`src/hw/rtl/ptb_pkg.sv`:
```
`default_nettype none
package ptb_pkg;

	localparam int NUM_TIMERS_DEF = 8;

	localparam int CMD_W  = 2;
	localparam int IDX_W  = 3;
	localparam int DUR_W  = 32;
	localparam int STAT_W = 2;
	localparam int MASK_W = 8;
	localparam int CNT32_W = 32;
	localparam int MICRO_W = 20;

	localparam logic [CMD_W-1:0] CMD_TICK     = 2'd0;
	localparam logic [CMD_W-1:0] CMD_REGISTER = 2'd1;
	localparam logic [CMD_W-1:0] CMD_POLL     = 2'd2;

	localparam logic [STAT_W-1:0] ST_OK    = 2'd0;
	localparam logic [STAT_W-1:0] ST_FULL  = 2'd1;
	localparam logic [STAT_W-1:0] ST_UNREG = 2'd2;

	localparam logic [MICRO_W-1:0] MICROS_PER_SECOND = 20'd1000000;
	localparam logic [MICRO_W-1:0] MPT_RESET         = 20'd1000;

	typedef enum logic [1:0] {
		OP_TICK,
		OP_REGISTER,
		OP_POLL,
		OP_NOP
	} op_t;

	typedef struct packed {
		op_t              op;
		logic [IDX_W-1:0] idx;
		logic [DUR_W-1:0] dur;
	} qent_t;

	typedef enum logic [2:0] {
		S_IDLE = 3'b001,
		S_SCAN = 3'b010,
		S_OUT  = 3'b100
	} bstate_t;

endpackage
`default_nettype wire

```
`src/hw/rtl/ptb_if.sv`:
```
`default_nettype none
interface ptb_in_if;
	logic                       valid;
	logic                       ready;
	logic [ptb_pkg::CMD_W-1:0]  command;
	logic [ptb_pkg::IDX_W-1:0]  timer_index;
	logic [ptb_pkg::DUR_W-1:0]  duration_ticks;

	modport source (output valid, command, timer_index, duration_ticks, input ready);
	modport sink (input valid, command, timer_index, duration_ticks, output ready);
endinterface

interface ptb_out_if;
	logic                         valid;
	logic                         ready;
	logic [ptb_pkg::STAT_W-1:0]   status;
	logic [ptb_pkg::IDX_W-1:0]    assigned_index;
	logic                         elapsed;
	logic [ptb_pkg::MASK_W-1:0]   fire_mask;
	logic [ptb_pkg::CNT32_W-1:0]  tick_count;
	logic [ptb_pkg::CNT32_W-1:0]  seconds_count;
	logic [ptb_pkg::MICRO_W-1:0]  sub_second_micros;

	modport source (output valid, status, assigned_index, elapsed, fire_mask, tick_count,
		seconds_count, sub_second_micros, input ready);
	modport sink (input valid, status, assigned_index, elapsed, fire_mask, tick_count,
		seconds_count, sub_second_micros, output ready);
endinterface

interface ptb_cfg_if;
	logic                         valid;
	logic                         ready;
	logic [ptb_pkg::MICRO_W-1:0]  data;

	modport source (output valid, data, input ready);
	modport sink (input valid, data, output ready);
endinterface
`default_nettype wire

```
`src/hw/rtl/periodic_timer_bank_unit.sv`:
```
// an item leaves the queue in idle; a tick with timers in use then scans the timer ram
//   one entry a cycle, and every item ends in the output state, which waits for a free
//   result register; the back end takes no new item until it is back in idle
// a two-entry queue lets input transfers continue while the back end is busy
// reset (arst_n low): counters, timer count, elapsed flags and queue cleared,
//   micros_per_tick back to 1000; timer ram contents are not cleared
`default_nettype none
module periodic_timer_bank_unit #(
	parameter int NUM_TIMERS = ptb_pkg::NUM_TIMERS_DEF
) (
	input  wire logic clk,
	input  wire logic arst_n,
	ptb_in_if.sink    in_ch,
	ptb_out_if.source out_ch,
	ptb_cfg_if.sink   cfg_ch
);
	logic [ptb_pkg::MICRO_W-1:0] mpt_q;
	logic                        q_valid;
	logic                        q_pop;
	ptb_pkg::qent_t              q_entry;

	assign cfg_ch.ready = 1'b1;

	always_ff @(posedge clk or negedge arst_n) begin
		if (!arst_n)
			mpt_q <= ptb_pkg::MPT_RESET;
		else if (cfg_ch.valid)
			mpt_q <= cfg_ch.data;
	end

	ptb_front u_front (
		.clk     (clk),
		.arst_n  (arst_n),
		.in_ch   (in_ch),
		.q_valid (q_valid),
		.q_pop   (q_pop),
		.q_entry (q_entry)
	);

	ptb_back #(.NUM_TIMERS(NUM_TIMERS)) u_back (
		.clk             (clk),
		.arst_n          (arst_n),
		.micros_per_tick (mpt_q),
		.q_valid         (q_valid),
		.q_pop           (q_pop),
		.q_entry         (q_entry),
		.out_ch          (out_ch)
	);
endmodule
`default_nettype wire

```
`src/hw/rtl/ptb_ram.sv`:
```
`default_nettype none
module ptb_ram #(
	parameter int WIDTH = 64,
	parameter int DEPTH = 8
) (
	input  wire logic                                   clk,
	input  wire logic                                   we,
	input  wire logic [(DEPTH > 1 ? $clog2(DEPTH) : 1)-1:0] waddr,
	input  wire logic [WIDTH-1:0]                       wdata,
	input  wire logic                                   re,
	input  wire logic [(DEPTH > 1 ? $clog2(DEPTH) : 1)-1:0] raddr,
	output logic      [WIDTH-1:0]                       rdata
);
	logic [WIDTH-1:0] mem_q [DEPTH];

	always_ff @(posedge clk) begin
		if (we)
			mem_q[waddr] <= wdata;
		if (re)
			rdata <= mem_q[raddr];
	end
endmodule
`default_nettype wire

```
`src/hw/rtl/ptb_front.sv`:
```
`default_nettype none
module ptb_front (
	input  wire logic   clk,
	input  wire logic   arst_n,
	ptb_in_if.sink      in_ch,
	output logic        q_valid,
	input  wire logic   q_pop,
	output ptb_pkg::qent_t q_entry
);
	ptb_pkg::qent_t ent_q [2];
	logic           wr_ptr_q;
	logic           rd_ptr_q;
	logic [1:0]     count_q;
	ptb_pkg::qent_t cls;
	logic           push;
	logic           pop;

	// decode the command into an operation for the back end
	always_comb begin
		cls.idx = in_ch.timer_index;
		cls.dur = in_ch.duration_ticks;
		case (in_ch.command)
			ptb_pkg::CMD_TICK:     cls.op = ptb_pkg::OP_TICK;
			ptb_pkg::CMD_REGISTER: cls.op = ptb_pkg::OP_REGISTER;
			ptb_pkg::CMD_POLL:     cls.op = ptb_pkg::OP_POLL;
			default:               cls.op = ptb_pkg::OP_NOP;
		endcase
	end

	assign in_ch.ready = (count_q != 2'd2);
	assign push        = in_ch.valid && in_ch.ready;
	assign q_valid     = (count_q != 2'd0);
	assign pop         = q_pop && q_valid;
	assign q_entry     = ent_q[rd_ptr_q];

	always_ff @(posedge clk) begin
		if (push)
			ent_q[wr_ptr_q] <= cls;
	end

	always_ff @(posedge clk or negedge arst_n) begin
		if (!arst_n) begin
			wr_ptr_q <= 1'b0;
			rd_ptr_q <= 1'b0;
			count_q  <= 2'd0;
		end else begin
			if (push)
				wr_ptr_q <= ~wr_ptr_q;
			if (pop)
				rd_ptr_q <= ~rd_ptr_q;
			case ({push, pop})
				2'b10:   count_q <= count_q + 2'd1;
				2'b01:   count_q <= count_q - 2'd1;
				default: count_q <= count_q;
			endcase
		end
	end
endmodule
`default_nettype wire

```
`src/hw/rtl/ptb_back.sv`:
```
`default_nettype none
module ptb_back #(
	parameter int NUM_TIMERS = ptb_pkg::NUM_TIMERS_DEF
) (
	input  wire logic                          clk,
	input  wire logic                          arst_n,
	input  wire logic [ptb_pkg::MICRO_W-1:0]   micros_per_tick,
	input  wire logic                          q_valid,
	output logic                               q_pop,
	input  wire ptb_pkg::qent_t                q_entry,
	ptb_out_if.source                          out_ch
);
	localparam int TIDX_W = NUM_TIMERS > 1 ? $clog2(NUM_TIMERS) : 1;
	localparam int CNT_W  = $clog2(NUM_TIMERS + 1);
	localparam int CMP_W  = CNT_W > ptb_pkg::IDX_W ? CNT_W : ptb_pkg::IDX_W;
	localparam int DW     = ptb_pkg::DUR_W;
	localparam int WORD_W = 2 * DW;
	localparam int SUM_W  = ptb_pkg::MICRO_W + 1;
	localparam logic [SUM_W-1:0] MPS = {1'b0, ptb_pkg::MICROS_PER_SECOND};

	ptb_pkg::bstate_t state_q;
	logic [ptb_pkg::CNT32_W-1:0] ticks_q;
	logic [ptb_pkg::CNT32_W-1:0] seconds_q;
	logic [ptb_pkg::MICRO_W-1:0] rem_q;
	logic [CNT_W-1:0]            in_use_q;
	logic [NUM_TIMERS-1:0]       flags_q;
	logic [TIDX_W-1:0]           cnt_q;

	logic [ptb_pkg::STAT_W-1:0]  status_q;
	logic [ptb_pkg::IDX_W-1:0]   assigned_q;
	logic                        elapsed_q;
	logic [ptb_pkg::MASK_W-1:0]  mask_q;

	logic                        out_valid_q;
	logic [ptb_pkg::STAT_W-1:0]  o_status_q;
	logic [ptb_pkg::IDX_W-1:0]   o_assigned_q;
	logic                        o_elapsed_q;
	logic [ptb_pkg::MASK_W-1:0]  o_mask_q;
	logic [ptb_pkg::CNT32_W-1:0] o_ticks_q;
	logic [ptb_pkg::CNT32_W-1:0] o_seconds_q;
	logic [ptb_pkg::MICRO_W-1:0] o_rem_q;

	logic                 ram_we;
	logic [TIDX_W-1:0]    ram_waddr;
	logic [WORD_W-1:0]    ram_wdata;
	logic                 ram_re;
	logic [TIDX_W-1:0]    ram_raddr;
	logic [WORD_W-1:0]    ram_rdata;

	logic [SUM_W-1:0]     sum0;
	logic [SUM_W-1:0]     sum1;
	logic [SUM_W-1:0]     sum2;
	logic                 c1;
	logic                 c2;
	logic [DW-1:0]        rd_end;
	logic [DW-1:0]        rd_period;
	logic                 fire;
	logic                 last;
	logic                 table_full;
	logic                 poll_bad;
	logic [TIDX_W-1:0]    slot;
	logic [TIDX_W-1:0]    pidx;
	logic                 out_free;
	logic                 start;

	ptb_ram #(.WIDTH(WORD_W), .DEPTH(NUM_TIMERS)) u_ram (
		.clk   (clk),
		.we    (ram_we),
		.waddr (ram_waddr),
		.wdata (ram_wdata),
		.re    (ram_re),
		.raddr (ram_raddr),
		.rdata (ram_rdata)
	);

	// sub-second carry, at most two seconds per tick
	always_comb begin
		sum0 = {1'b0, rem_q} + {1'b0, micros_per_tick};
		c1   = sum0 >= MPS;
		sum1 = c1 ? sum0 - MPS : sum0;
		c2   = sum1 >= MPS;
		sum2 = c2 ? sum1 - MPS : sum1;
	end

	assign rd_end     = ram_rdata[WORD_W-1:DW];
	assign rd_period  = ram_rdata[DW-1:0];
	assign fire       = ticks_q >= rd_end;
	assign last       = (CNT_W'(cnt_q) + CNT_W'(1)) == in_use_q;
	assign table_full = in_use_q >= CNT_W'(NUM_TIMERS);
	assign poll_bad   = CMP_W'(q_entry.idx) >= CMP_W'(in_use_q);
	assign slot       = TIDX_W'(in_use_q);
	assign pidx       = TIDX_W'(q_entry.idx);
	assign out_free   = !out_valid_q || out_ch.ready;
	assign start      = (state_q == ptb_pkg::S_IDLE) && q_valid;
	assign q_pop      = start;

	// scan reads entry cnt+1, rewrites cnt if it fired
	always_comb begin
		ram_we    = 1'b0;
		ram_waddr = cnt_q;
		ram_wdata = {rd_end + rd_period, rd_period};
		ram_re    = 1'b0;
		ram_raddr = '0;
		if (start && q_entry.op == ptb_pkg::OP_REGISTER && !table_full) begin
			ram_we    = 1'b1;
			ram_waddr = slot;
			ram_wdata = {ticks_q + q_entry.dur, q_entry.dur};
		end else if (start && q_entry.op == ptb_pkg::OP_TICK) begin
			ram_re = 1'b1;
		end else if (state_q == ptb_pkg::S_SCAN) begin
			ram_we    = fire;
			ram_re    = !last;
			ram_raddr = cnt_q + TIDX_W'(1);
		end
	end

	always_ff @(posedge clk or negedge arst_n) begin
		if (!arst_n) begin
			state_q     <= ptb_pkg::S_IDLE;
			ticks_q     <= '0;
			seconds_q   <= '0;
			rem_q       <= '0;
			in_use_q    <= '0;
			flags_q     <= '0;
			out_valid_q <= 1'b0;
		end else begin
			if (state_q == ptb_pkg::S_OUT && out_free)
				out_valid_q <= 1'b1;
			else if (out_ch.ready)
				out_valid_q <= 1'b0;
			case (state_q)
				ptb_pkg::S_IDLE: begin
					if (q_valid) begin
						case (q_entry.op)
							ptb_pkg::OP_TICK: begin
								ticks_q   <= ticks_q + ptb_pkg::CNT32_W'(1);
								rem_q     <= sum2[ptb_pkg::MICRO_W-1:0];
								seconds_q <= seconds_q + {30'd0, {1'b0, c1} + {1'b0, c2}};
								state_q   <= (in_use_q == '0) ? ptb_pkg::S_OUT
									: ptb_pkg::S_SCAN;
							end
							ptb_pkg::OP_REGISTER: begin
								if (!table_full) begin
									flags_q[slot] <= 1'b0;
									in_use_q      <= in_use_q + CNT_W'(1);
								end
								state_q <= ptb_pkg::S_OUT;
							end
							ptb_pkg::OP_POLL: begin
								if (!poll_bad)
									flags_q[pidx] <= 1'b0;
								state_q <= ptb_pkg::S_OUT;
							end
							default: state_q <= ptb_pkg::S_OUT;
						endcase
					end
				end
				ptb_pkg::S_SCAN: begin
					if (fire)
						flags_q[cnt_q] <= 1'b1;
					if (last)
						state_q <= ptb_pkg::S_OUT;
				end
				ptb_pkg::S_OUT: begin
					if (out_free)
						state_q <= ptb_pkg::S_IDLE;
				end
				default: state_q <= ptb_pkg::S_IDLE;
			endcase
		end
	end

	// per-item result and scan bookkeeping
	always_ff @(posedge clk) begin
		if (start) begin
			status_q   <= ptb_pkg::ST_OK;
			assigned_q <= '0;
			elapsed_q  <= 1'b0;
			mask_q     <= '0;
			cnt_q      <= '0;
			case (q_entry.op)
				ptb_pkg::OP_REGISTER: begin
					if (table_full)
						status_q <= ptb_pkg::ST_FULL;
					else
						assigned_q <= ptb_pkg::IDX_W'(in_use_q);
				end
				ptb_pkg::OP_POLL: begin
					if (poll_bad)
						status_q <= ptb_pkg::ST_UNREG;
					else
						elapsed_q <= flags_q[pidx];
				end
				default: ;
			endcase
		end else if (state_q == ptb_pkg::S_SCAN) begin
			// slots past the eighth run without a mask bit
			if (fire)
				mask_q <= mask_q | (ptb_pkg::MASK_W'(1) << cnt_q);
			cnt_q <= cnt_q + TIDX_W'(1);
		end
		if (state_q == ptb_pkg::S_OUT && out_free) begin
			o_status_q   <= status_q;
			o_assigned_q <= assigned_q;
			o_elapsed_q  <= elapsed_q;
			o_mask_q     <= mask_q;
			o_ticks_q    <= ticks_q;
			o_seconds_q  <= seconds_q;
			o_rem_q      <= rem_q;
		end
	end

	assign out_ch.valid             = out_valid_q;
	assign out_ch.status            = o_status_q;
	assign out_ch.assigned_index    = o_assigned_q;
	assign out_ch.elapsed           = o_elapsed_q;
	assign out_ch.fire_mask         = o_mask_q;
	assign out_ch.tick_count        = o_ticks_q;
	assign out_ch.seconds_count     = o_seconds_q;
	assign out_ch.sub_second_micros = o_rem_q;
endmodule
`default_nettype wire

```
`src/flat_wrapper.sv`:
```
// flat-port wrapper written by rule: the top's interface ports become plain ports
module periodic_timer_bank_unit_flat 
#(
	parameter int NUM_TIMERS = ptb_pkg::NUM_TIMERS_DEF
)
  (clk, arst_n, in_ch_valid, in_ch_command, in_ch_timer_index, in_ch_duration_ticks, in_ch_ready, out_ch_valid, out_ch_status, out_ch_assigned_index, out_ch_elapsed, out_ch_fire_mask, out_ch_tick_count, out_ch_seconds_count, out_ch_sub_second_micros, out_ch_ready, cfg_ch_valid, cfg_ch_data, cfg_ch_ready);
  ptb_in_if in_ch_i ();
  ptb_out_if out_ch_i ();
  ptb_cfg_if cfg_ch_i ();
  input  wire logic clk;
  input  wire logic arst_n;
  input wire logic [$bits(in_ch_i.valid)-1:0] in_ch_valid;
  input wire logic [$bits(in_ch_i.command)-1:0] in_ch_command;
  input wire logic [$bits(in_ch_i.timer_index)-1:0] in_ch_timer_index;
  input wire logic [$bits(in_ch_i.duration_ticks)-1:0] in_ch_duration_ticks;
  output wire logic [$bits(in_ch_i.ready)-1:0] in_ch_ready;
  output wire logic [$bits(out_ch_i.valid)-1:0] out_ch_valid;
  output wire logic [$bits(out_ch_i.status)-1:0] out_ch_status;
  output wire logic [$bits(out_ch_i.assigned_index)-1:0] out_ch_assigned_index;
  output wire logic [$bits(out_ch_i.elapsed)-1:0] out_ch_elapsed;
  output wire logic [$bits(out_ch_i.fire_mask)-1:0] out_ch_fire_mask;
  output wire logic [$bits(out_ch_i.tick_count)-1:0] out_ch_tick_count;
  output wire logic [$bits(out_ch_i.seconds_count)-1:0] out_ch_seconds_count;
  output wire logic [$bits(out_ch_i.sub_second_micros)-1:0] out_ch_sub_second_micros;
  input wire logic [$bits(out_ch_i.ready)-1:0] out_ch_ready;
  input wire logic [$bits(cfg_ch_i.valid)-1:0] cfg_ch_valid;
  input wire logic [$bits(cfg_ch_i.data)-1:0] cfg_ch_data;
  output wire logic [$bits(cfg_ch_i.ready)-1:0] cfg_ch_ready;
  assign in_ch_i.valid = in_ch_valid;
  assign in_ch_i.command = in_ch_command;
  assign in_ch_i.timer_index = in_ch_timer_index;
  assign in_ch_i.duration_ticks = in_ch_duration_ticks;
  assign in_ch_ready = in_ch_i.ready;
  assign out_ch_valid = out_ch_i.valid;
  assign out_ch_status = out_ch_i.status;
  assign out_ch_assigned_index = out_ch_i.assigned_index;
  assign out_ch_elapsed = out_ch_i.elapsed;
  assign out_ch_fire_mask = out_ch_i.fire_mask;
  assign out_ch_tick_count = out_ch_i.tick_count;
  assign out_ch_seconds_count = out_ch_i.seconds_count;
  assign out_ch_sub_second_micros = out_ch_i.sub_second_micros;
  assign out_ch_i.ready = out_ch_ready;
  assign cfg_ch_i.valid = cfg_ch_valid;
  assign cfg_ch_i.data = cfg_ch_data;
  assign cfg_ch_ready = cfg_ch_i.ready;
  periodic_timer_bank_unit #(.NUM_TIMERS(NUM_TIMERS)) u_core (.clk(clk), .arst_n(arst_n), .in_ch(in_ch_i), .out_ch(out_ch_i), .cfg_ch(cfg_ch_i));
endmodule
```
`config.mk`:
```
export PLATFORM = sky130hd
export DESIGN_NAME = periodic_timer_bank_unit_flat
export DESIGN_NICKNAME = d
export VERILOG_FILES = /design/src/hw/rtl/ptb_pkg.sv /design/src/hw/rtl/ptb_if.sv /design/src/hw/rtl/periodic_timer_bank_unit.sv /design/src/hw/rtl/ptb_ram.sv /design/src/hw/rtl/ptb_front.sv /design/src/hw/rtl/ptb_back.sv /design/src/flat_wrapper.sv
export SDC_FILE = /design/constraint.sdc
export NUM_CORES = 1
export LEC_CHECK = 0
export ABC_CLOCK_PERIOD_IN_PS = 8200
export BUFFER_PORTS_ARGS = -buffer_cell sky130_fd_sc_hd__buf_2
export CAP_MARGIN = 20
export CORE_UTILIZATION = 30
export CTS_CLUSTER_SIZE = 20
export DETAILED_ROUTE_END_ITERATION = 16
export HOLD_SLACK_MARGIN = 0.15
export PLACE_DENSITY = 0.54
export SLEW_MARGIN = 10
export SYNTH_ARGS = -nofsm -noshare
export SYNTH_HDL_FRONTEND = slang
export SYNTH_SLANG_ARGS = --single-unit
```
`constraint.sdc`:
```
create_clock -name clk -period 8.2 [get_ports clk]
set_clock_uncertainty 0.2 [all_clocks]
set_input_delay 0.82 -clock clk [delete_from_list [all_inputs] [get_ports clk]]
set_output_delay 0.82 -clock clk [all_outputs]
set_load 0.02 [all_outputs]
```
* After elaboration in Yosys (flattened, before gate mapping)
Memories as Yosys holds them, arrays and structs flattened. A register that Yosys moved wholly into a read port is not among the register bits.
Index checks and enable logic that the tools add are counted.
** Storage, ports and cells
- Register bits after elaboration :: 239
- Memories kept :: 2
- Bits in writable memories :: 586
- Bits in read-only memories :: 0
- Word-level logic and storage cells :: 151
- Latch bits :: 0
** Memories
- u_core.u_back.u_ram.mem_q :: words 8, bits a word 64, read ports 1, clocked after Yosys merged registers in 1, write ports 1, RTL line ptb_ram.sv:14 : logic [WIDTH-1:0] mem_q [DEPTH];
- u_core.u_front.ent_q :: words 2, bits a word 37, read ports 1, clocked after Yosys merged registers in 0, write ports 1, RTL line ptb_front.sv:10 : ptb_pkg::qent_t ent_q [2];
** Operators by class
- Equal/unequal tests :: 18
- Mux-type cells :: 44
- Multipliers :: 0
- Div/mod/pow operators :: 0
- Bitwise gates (word level) :: 11
- Magnitude comparators :: 11
- Reduce and logical (&&, ||, !) cells :: 28
- Shifts and indexed selects :: 1
- Add/sub/neg operators :: 13
** Operators with widths (count)
- 32-bit adder :: 2
- 64-bit 2-to-1 mux :: 1
- 21-bit by 20-bit >= comparator with 1-bit output (second input constant) :: 2
- 32-bit by 1-bit adder with 32-bit output (second input constant) :: 1
- 32-bit by 2-bit adder with 32-bit output :: 1
- 32-bit >= comparator :: 1
- 8-bit 2-to-1 mux :: 4
- 8-bit case mux with 2 select lines :: 2
- 3-bit 2-to-1 mux :: 9
- 20-bit by 20-bit adder with 21-bit output :: 1
- 21-bit 2-to-1 mux :: 1
- 21-bit by 20-bit subtractor with 21-bit output (second input constant) :: 1
- 20-bit 2-to-1 mux :: 1
- 20-bit subtractor (second input constant) :: 1
- 1-bit 2-to-1 mux :: 17
- 8-bit bitwise AND :: 2
- 8-bit NOT :: 2
- 8-bit OR :: 2
- 3-bit by 4-bit < comparator with 1-bit output (second input constant) :: 3
- 1-bit logical AND :: 10
- 2-bit != test (second input constant) :: 5
- 1-bit demux with 3-bit select :: 3
- 3-bit by 1-bit >= comparator with 1-bit output (second input constant) :: 3
- 3-bit case mux with 3 select lines :: 1
- 32 further kinds :: 50

* Logic depth before layout (Yosys ltp)
An unclocked memory read counts as a cell.
- Depth after elaboration :: 11
- Gate-level depth with buffers :: 31
- Mapped depth without buffers :: 29

* By module
Synthesis repeated with hierarchy kept, for this count alone.
** Unflattened totals
- Cell total of the unflattened synthesis :: 2558
- Area, all modules :: 39759.4 µm²
** By module, submodules not included
- ptb_ram :: seq. area each 17296.6 µm², area each 21187.8 µm², cells an instance 816, times used 1
- ptb_back :: seq. area each 5846.9 µm², area each 14774.2 µm², cells an instance 1564, times used 1
- ptb_front :: seq. area each 2322.2 µm², area each 2955.3 µm², cells an instance 134, times used 1
- periodic_timer_bank_unit :: seq. area each 508.0 µm², area each 842.1 µm², cells an instance 44, times used 1

* Least setup slack after synthesis
OpenSTA, ideal clock, no wires.
- Path kind :: flip-flop to flip-flop
- Start point :: register u_core.u_front.rd_ptr_q
- End point :: memory u_core.u_back.u_ram.mem_q[0][0], enable pin
- Stages on the path, launching flop included :: 11
- Period minus slack after synthesis :: 8491 ps
- Setup time :: 581 ps
- Path buffers :: 2
- Data required time :: 7419 ps
- Slack :: -291 ps
- Arrival :: 7710 ps
- Cell sequence :: dfrtp_1 clkbuf_1 clkbuf_1 mux2i_1 inv_1 ha_1 and2_1 or4_1 a21oi_1 a21oi_1 o31ai_1
** On the way
- Word-level cells in the longest chain between the ends :: 7
- Elaborated cells between the ends (all ways) :: 11
- Those cells by class :: 1 x eq/ne; 5 x mux; 4 x reduce/logical; 1 x memory
** RTL lines
- from (decl) :: RTL line ptb_front.sv:12 : logic rd_ptr_q;
- from (signal assigned) :: RTL line ptb_front.sv:50 : rd_ptr_q <= ~rd_ptr_q;
- memory 2 x 37 bit *
- 2-bit zero test or 2-bit by 1-bit equality test with 1-bit output (tied branches) :: RTL line ptb_back.sv:108, ptb_back.sv:104
- 1-bit logical AND, on equally long branches :: RTL line ptb_back.sv:108, ptb_back.sv:104
- 1-bit 2-to-1 mux or 1-bit logical AND (tied branches) :: RTL line ptb_back.sv:108, ptb_back.sv:104
- 1-bit 2-to-1 mux :: RTL line ptb_back.sv:104 : if (start && q_entry.op == ptb_pkg::OP_REGISTER && !table_full) begin
- 1-bit 2-to-1 mux :: RTL line ptb_ram.sv:17 : if (we)
- 1-bit 2-to-1 mux (implied by the code) :: RTL line ptb_ram.sv:18 : mem_q[waddr] <= wdata;
- to (decl) :: RTL line ptb_ram.sv:14
Mark *: on every way between the ends. The rest lies on a longest branch, timed or not.

* Worst setup path after layout
- Start point :: register u_core.u_back.rem_q[0] in the netlist's numbering
- End point :: register u_core.u_back.seconds_q[28] in the netlist's numbering
** On the way
- Word-level cells in the longest chain between the ends :: 6
- Elaborated cells between the ends (all ways) :: 7
- Those cells by class :: 4 x add/sub; 2 x order compare; 1 x mux
** RTL lines
- from (decl) :: RTL line ptb_back.sv:24 : logic [ptb_pkg::MICRO_W-1:0] rem_q;
- from (signal assigned) :: RTL line ptb_back.sv:137 : rem_q <= sum2[ptb_pkg::MICRO_W-1:0];
- 20-bit by 20-bit adder with 21-bit output * :: RTL line ptb_back.sv:78 : sum0 = {1'b0, rem_q} + {1'b0, micros_per_tick};
- 21-bit by 20-bit subtractor with 21-bit output or 21-bit by 20-bit >= comparator with 1-bit output (tied branches) :: RTL line ptb_back.sv:80, ptb_back.sv:79
- 21-bit 2-to-1 mux :: RTL line ptb_back.sv:80 : sum1 = c1 ? sum0 - MPS : sum0;
- 21-bit by 20-bit >= comparator with 1-bit output :: RTL line ptb_back.sv:81 : c2 = sum1 >= MPS;
- 1-bit by 1-bit adder with 2-bit output * :: RTL line ptb_back.sv:138 : seconds_q <= seconds_q + {30'd0, {1'b0, c1} + {1'b0, c2}};
- 32-bit by 2-bit adder with 32-bit output * :: RTL line ptb_back.sv:138
- to (signal assigned) :: RTL line ptb_back.sv:138
- to (decl) :: RTL line ptb_back.sv:23 : logic [ptb_pkg::CNT32_W-1:0] seconds_q;
Marks and branches as above.
A chain may end at the register's enable or synchronous reset.

==> impl_metrics.yaml <==
floorplan:
  coreArea_um2: 131000
  ios: 163
  die_x_um: 366
  dieHeight_um: 366
  rows: 133
  initial_core_util: 0.302
  die_area_um2: 134000
power:
  power_density_nw_per_um2: 342
  leakage_nw: 17.4
  irDropWorstVdd_uv: 171
yosys:
  synth.largest_area_cell: "edfxtp_1"
  ys_warn_count: 0
  syn_area_per_cell_um2: 14.0
  synth_area_um2: 39800
  synth.area.top_cells: "edfxtp_1, dfrtp_1, mux4_2"
  syn_inst: 2836
  ys_async_sr_fraction: 0.139
  yosysUniqueCellTypes: 87
  synth-seq-cells: 889
  synth-seq-area-share: 0.653
  synth_top_cell_area_share: 0.569
  synth_edf_count: 754
  synth_nets: 3037
  synthFlopType: "edfxtp_1"
layout:
  mostFrequentLayoutCells: "edfxtp_1, nand2_1, buf_2"
  num_antenna_cells: 0
  layout_commonest_cell: "edfxtp_1"
  area_growth_syn_to_layout_pct: 17.2
  layout-drive-gt1-share: 0.178
  nets: 3279
  final_core_util: 0.354
  finalNonFillerCells: 4912
cts:
  cts.reportedPaths.clkPinSlew_ns: 0.06
  clock_sinks: 889
  cts_tree: "yes"
  clk_root_buffer_cell: "clkbuf_16"
  post-cts-setup-buffers: 0
  cts_max_level: 3
  ctsLongestPathBuffers: 3
  clk-insertion-delay-late_ns: 0.70
  cts_resized: 0
  cts-buffers-inserted: 93
timing:
  hold_viol_final: 0
  tightest_slew_ns: 1.07
  fmax_mhz: 136
  slew_headroom: 0.286
  fin_crit_sh: 0.897
  slew_violations: 0
  setup_violations: 0
  setup_ws_ns: 0.844
  post-route-min-period_ns: 7.36
  rsz0062_at_grt: "no"
  tns_ns: 0
drt:
  detail_route.wirelength_um: 101000
  drt_iter0_drc: 1840
  vias: 24000
  wl_per_cell_um: 20.6
  postRouteAntennaNets: 0
  viasPerCell: 4.88
  drt-pass1-iter-count: 5
  remaining_drc_errors: 0
grt:
  track_usage: 0.149
  grt_pass1_vias: 23900
  antenna_found_initial: 3
  grt_pass1_wl_um: 152000
  grt_max_degree: 130
  grt-ovfl-total: 0
placement:
  dp_cells: 4682
  routabilityCongestion: 0.854
  pre_cts_slack_ns: 0.791
  io_buffers: 161
  dp_hpwl_um: 63300
worst_hold_path:
  hold_class: "in -> reg"
critical_path:
  cp_slowest_stage_delay_ns: 0.51
  path_class: "reg -> reg"
  slowest_stage: "fa_1"
  startpoint_type: "flop"
  worstPathRequired_ns: 8.60
  path_max_fanout: 10
  end_kind: "flop"
  arrival_ns: 7.76
  crit_top_cell: "ha_1"
run:
  cap_viol_max_count: 0
run_status:
  status: "finished, final reports clean"
-- final timing paths --
| kind | start | endpoint | slack, ns | depth (start not counted) |
|---|---|---|---|---|
| min in group asynchronous | arst_n | u_core.u_back.rem_q[5]$_DFFE_PN0P_ | 0.51 | 2 |
| worst max register to register | u_core.u_back.rem_q[0]$_DFFE_PN0P_ | u_core.u_back.seconds_q[28]$_DFFE_PN0P_ | 0.84 | 29 |
| max in group asynchronous | arst_n | u_core.u_front.rd_ptr_q$_DFFE_PN0P_ | 5.87 | 3 |
| worst min register to register | u_core.u_back.elapsed_q$_SDFFCE_PP0P_ | u_core.u_back.out_ch.elapsed$_DFFE_PP_ | 0.22 | 0 |
| worst min-delay path | cfg_ch_data[5] | u_core.mpt_q[5]$_DFFE_PN1P_ | 0.22 | 2 |
| worst max-delay path | u_core.u_back.rem_q[0]$_DFFE_PN0P_ | u_core.u_back.seconds_q[28]$_DFFE_PN0P_ | 0.84 | 29 |
-- flip-flops by register name, summed over array words and instances, names as in the netlist, 32 cells and up --
signal                              flops
u_core.u_back.out_ch.seconds_count     32
u_core.u_back.out_ch.tick_count        32
u_core.u_back.seconds_q                32
u_core.u_back.ticks_q                  32
u_core.u_back.u_ram.mem_q             512
u_core.u_back.u_ram.rdata              64
u_core.u_front.ent_q                   74
-- stage by stage --
stage	hold WS, ns	cell area (um^2)	total power, W
floorplan	0.200	39800	0.0100
global placement	0.208	42800	0.0116
CTS	0.162	46600	0.0161
global route	0.174	46600	0.0168
finish	0.218	46600	0.0159
detailed placement	0.206	42900	0.0116
-- layout make-up --
| cell class | count | area, um^2 |
|---|---|---|
| Multi-Input combinational cell | 1762 | 13200 |
| Sequential cell | 889 | 26000 |
| Clock buffer | 109 | 2420 |
| Inverter | 79 | 297 |
| Tap cell | 1755 | 2200 |
| Clock inverter | 65 | 749 |
| Fill cell | 12700 | 84900 |
| Timing Repair Buffer | 253 | 1710 |
-- Yosys cell counts, drive strengths merged, types with 7 or more instances --
cell type	n
inv	78
nand4	21
xor2	46
o211ai	12
dfstp	7
mux4	114
a211oi	10
nand2	483
clkbuf	58
a311oi	7
mux2i	14
nor4	7
a31oi	12
or3	17
or2	8
mux2	57
o22ai	8
buf	48
nor2	111
and3	40
nand3	89
dfxtp	11
a211o	7
o2111ai	9
o31ai	8
and2	17
dfrtp	117
nand2b	25
ha	135
o21a	14
xnor2	111
o21ai	97
nor3	27
a21oi	112
edfxtp	754
nor2b	14
a21o	53
-- routing by layer --
metal	GRT usage	share of wire	vias up
li1	-	-	11100
met1	0.212	0.47	12000
met2	0.234	0.45	631
met3	0.0296	0.056	140
met4	0.0346	0.019	0
met5	0	0	-
-- worst max-delay path, delay by kind of cell (launching register included) --
family	cells	cell delay, ns
adders and majority gates	6	1.73
AOI/OAI and AO/OA	8	2.47
xor gates and xnor gates	2	0.38
buffers and inverters	4	0.36
and+or+nand+nor	9	1.71
DFF	1	0.39
-- logic make-up after synthesis --
family / synth area share
AOI/OAI and AO/OA: 0.0667
xor gates and xnor gates: 0.0346
adders and majority gates: 0.0445
buffers and inverters: 0.0181
DFF: 0.653
muxes: 0.0842
other: 0.0000943
and+or+nand+nor: 0.0986
-- what timing repair did --
item	CTS	global route
setup endpoints to repair	0	0
endpoints found under the hold margin	140	0
hold buffers	54	0
-- power breakdown --
group          internal, W  switching, W  leakage (nW)
sequential         0.00618      0.000302          8.59
clock              0.00252       0.00183          1.54
combinational      0.00171       0.00341          7.24
total               0.0104       0.00555          17.4
Power figures use the tool's default switching activity.
